<file path="src/design/jqns_pkg.sv">
// Shared types and codes for the job queue next selector.
package jqns_pkg;

    localparam int JOB_W     = 16;
    localparam int OPCODE_W  = 3;
    localparam int QSEL_W    = 3;
    localparam int MODE_W    = 2;
    localparam int QCOUNT_W  = 4;
    localparam int CFG_IDX_W = 1;
    localparam int CFG_DATA_W = 4;

    typedef struct packed {
        logic             blocked;
        logic [JOB_W-1:0] job_id;
    } t_entry;

    typedef enum logic [OPCODE_W-1:0] {
        OP_APPEND_QUEUE  = 3'd0,
        OP_APPEND_SYSTEM = 3'd1,
        OP_CLEAR         = 3'd2,
        OP_INIT          = 3'd3,
        OP_NEXT          = 3'd4
    } t_opcode;

    localparam logic [MODE_W-1:0] MODE_ROUND_ROBIN = 2'd0;
    localparam logic [MODE_W-1:0] MODE_BY_QUEUE    = 2'd1;
    localparam logic [MODE_W-1:0] MODE_FLAT        = 2'd2;

    localparam logic [CFG_IDX_W-1:0] CFG_SELECT_MODE = 1'b0;
    localparam logic [CFG_IDX_W-1:0] CFG_QUEUE_COUNT = 1'b1;

endpackage

</file>
<file path="src/design/jqns_entry_mem.sv">
// Single-port-write, registered-read entry memory for job lists.
module jqns_entry_mem #(
    parameter int DEPTH = 256,
    localparam int AW = (DEPTH > 1) ? $clog2(DEPTH) : 1
) (
    input  logic             i_clk,
    input  logic             i_we,
    input  logic [AW-1:0]    i_waddr,
    input  jqns_pkg::t_entry i_wdata,
    input  logic [AW-1:0]    i_raddr,
    output jqns_pkg::t_entry o_rdata
);
    import jqns_pkg::*;

    t_entry r_mem [DEPTH];
    t_entry r_rdata;

    always_ff @(posedge i_clk) begin
        if (i_we) begin
            r_mem[i_waddr] <= i_wdata;
        end
        r_rdata <= r_mem[i_raddr];
    end

    assign o_rdata = r_rdata;

endmodule

</file>
<file path="config.mk">
export PLATFORM = sky130hd
export DESIGN_NAME = jqns_entry_mem
export DESIGN_NICKNAME = d
export VERILOG_FILES = /design/src/design/jqns_pkg.sv /design/src/design/jqns_entry_mem.sv
export SDC_FILE = /design/constraint.sdc
export NUM_CORES = 2
export LEC_CHECK = 0
export BUFFER_PORTS_ARGS = -buffer_cell sky130_fd_sc_hd__buf_2
export CELL_PAD_IN_SITES_DETAIL_PLACEMENT = 0
export CELL_PAD_IN_SITES_GLOBAL_PLACEMENT = 1
export CORE_UTILIZATION = 55
export DETAILED_ROUTE_END_ITERATION = 12
export PLACE_DENSITY_LB_ADDON = 0.08
export SYNTH_ARGS = -nofsm -noshare
export SYNTH_HDL_FRONTEND = slang
export SYNTH_MEMORY_MAX_BITS = 65536
export SYNTH_SLANG_ARGS = --single-unit
</file>
<file path="constraint.sdc">
create_clock -name i_clk -period 3.81 [get_ports i_clk]
set_input_delay 1.143 -clock i_clk [delete_from_list [all_inputs] [get_ports i_clk]]
set_output_delay 1.143 -clock i_clk [all_outputs]
set_load 0.01 [all_outputs]
</file>
==> metrics.yaml <==
drt:
  drt-initial-drc-count: 11440
  vias: 86950
  drc: 0
  finalWirelength_um: 472500
  first_pass_iters: 7
  ant_nets: 0
  wire_per_inst_um: 35.23
  viasPerCell: 6.484
sta:
  finalSetupTns_ns: 0
  finalCriticalPeriod_ns: 3.788
  worst_pin_slew_ns: 1.209
  hold_viol_final: 0
  max_freq_mhz: 264.0
  layout_setup_ws_ns: 0.02152
  finClkSkew_ns: 0.04650
  whs_ns: 0.5603
  slew_viol_final: 0
  setup_violations: 0
  rsz0062_at_grt: "false"
  period_share_pct: 99.44
  relSlewSlack_pct: 19.40
power:
  p_per_area_nw_per_um2: 516.0
  pwr-share-comb_pct: 5.7
  vdd_drop_max_uv: 406.7
  seqPwrFrac_pct: 52.4
  p_clk_share_pct: 41.9
  switching_power_mw: 21.76
  swShare_pct: 21.47
  p_leak_nw: 64.03
  p_int_mw: 79.58
layout:
  fill_cells: 20770
  syn2layout_area_growth_pct: 15.73
  multiInputGateArea_um2: 35590
  register_area_um2: 131000
  nNetsFinal: 8963
  drive_above_1_share_pct: 31.27
  stdcell_area_um2: 196400
  fin_cells: 13410
critical_path:
  crit_chain: "buf_12 -> buf_12 -> buf_4 -> buf_4 -> mux2i_1 -> o221ai_1 -> a21oi_1 -> or4_1 -> nor4_1 -> buf_4 -> and4_1"
  worst-path-stages: 11
  timing.rr.start: "r_mem[55][2]"
  cp.required_ns: 4.65
  crit_type: "in2reg"
  cp_slowest_stage_delay_ns: 0.68
  rr_endpoint: "o_rdata[2]"
  cpMostUsedCell: "buf_4"
  critPathLaunchType: "input pin"
  path_delay_family: "simple AND/OR/NAND/NOR gates"
  crit_buf_inv: 5
  cp_slowest_cell: "or4_1"
  cp_data_arrival_time_ns: 4.62
  crit_start: "i_raddr[0]"
  ff2ff_setup_slack_ns: 0.76
  end_kind: "register"
  reg2reg_depth: 7
  critPathMaxFanout: 15
hold_path:
  min_path_type: "in2reg"
  whs_path_depth: 1
  worstHoldStart: "i_wdata[10]"
  hold_end: "r_mem[252][10]"
clock_network:
  clock_latency_ns: 0.97
  clkSlewWorstSetupHoldPaths_ns: 0.06
  cts_tree: "yes"
  cts_num_sinks: 4369
  cts_setup_buffers: 0
  clk_path_buf_depth: 4
  cts_resized: 1
  hold_buffers: 0
  cts_made_buffers: 438
  htree_levels: 5
  clockRootBuffer: "clkbuf_16"
floorplan:
  die_area_um2: 310800
  die_w_um: 557.5
  start_util_pct: 55.40
  die_h_um: 557.5
  io_pins: 52
  row_count: 203
  core_area_um2: 306300
synth:
  yosysSeqAreaShare_pct: 77.21
  avgSynthCellArea_um2: 21.77
  synth_common_cells: "4352 x edfxtp_1, 897 x mux4_2, 509 x mux2i_1, 333 x nor2_1, 216 x nand2_1"
  synth_edf_count: 4352
  synth_top_area_share_pct: 77.01
  synth_ff_type: "edfxtp_1"
  synth.area.top_cells: "edfxtp_1 77%, mux4_2 12%, mux2i_1 3.0%, nor2_1 0.74%, mux4_1 0.71%"
  synth_cell_type_count: 74
  yosys.area.top_type: "edfxtp_1"
  syn_area_um2: 169700
  async_flop_share_pct: 0
  syn-instance-count: 7797
  yosys_warnings: 0
  synth_most_common_cell: "edfxtp_1"
  ys_ff_latch: 4369
  synth_nets: 7832
global_routing:
  grt_max_degree: 117
  grt_pass1_wl_um: 658100
  gr-total-overflow: 0
  track_usage_pct: 30.46
  grt_pass1_vias: 85380
  antenna_found_initial: 36
placement:
  place.port_buffers: 51
  place_ws_ns: -1.022
  dp.cells: 12590
  dpl.hpwl_um: 297400
  gp_congestion: 0.9416
  place_area_um2: 182300
flow_run:
  max_cap_viol_count: 0
run_status:
  status: "complete, no violations"
-- area by class of cell --
class / instances / share of cell area [%]
Sequential cell: 4369 / 66.72
Multi-Input combinational cell: 2957 / 18.12
Clock buffer: 543 / 5.849
Timing Repair Buffer: 1157 / 5.346
Tap cell: 4100 / 2.612
Clock inverter: 271 / 1.325
Inverter: 5 / 0.01656
Antenna cell: 9 / 0.01147
-- logic make-up (layout without fill, tap and decap cells) --
group,Yosys count,count (layout),synth area share (%)
mux,1472,1472,15.75
other cells,0,9,0
flops,4369,4369,77.21
compound gates,649,649,2.705
buf+inv,471,1976,2.145
simple gates,836,836,2.190
-- layer usage --
metal / track usage [%] / vias up / routed length [µm]
li1: - / 35300 / -
met1: 44.65 / 46750 / 193100
met2: 46.71 / 4205 / 220300
met3: 5.899 / 683 / 42700
met4: 9.784 / 10 / 16300
met5: 0 / - / 55
-- state kept, by name, summed over array words and instances (netlist names) --
| name | count |
|---|---|
| r_mem | 4352 |
| o_rdata | 17 |
-- power by group through the flow --
stage	clock network, mW	registers (mW)	logic, mW
floorplan	0	54.1	2.70
global placement	0	54.1	5.66
detailed placement	0	54.1	5.74
CTS	43.0	53.1	5.75
global route	44.7	53.1	5.99
finish	42.5	53.1	5.77
-- how the worst max path moves through the flow --
| stage | endpoint |
|---|---|
| 2_1_floorplan | r_mem[235][0] |
| 3_3_place_gp | o_rdata[13] |
| 3_5_place_dp | o_rdata[13] |
| 4_1_cts | o_rdata[13] |
| 5_1_grt | o_rdata[12] |
| 6_report | o_rdata[13] |
-- through the flow --
| stage | utilization [%] | power, mW |
|---|---|---|
| floorplan | - | 56.75 |
| global placement | 59.51 | 59.77 |
| detailed placement | 59.51 | 59.86 |
| CTS | 64.11 | 101.8 |
| global route | 64.11 | 103.8 |
| finish | 64.11 | 101.3 |
-- layout by cell type, fill, tap and decap left out, types with 94 or more instances in the layout --
cell type  instances
o221ai_1         134
nand2_1          215
mux2i_1          509
clkbuf_1          94
nor3_1           109
buf_12           139
edfxtp_1        4352
clkinv_1          99
o22ai_1          186
nor2_2           180
mux4_2           897
clkbuf_16        440
buf_4            969
a21oi_1          108
nor2_1           152
Power figures use the tool's default switching activity.
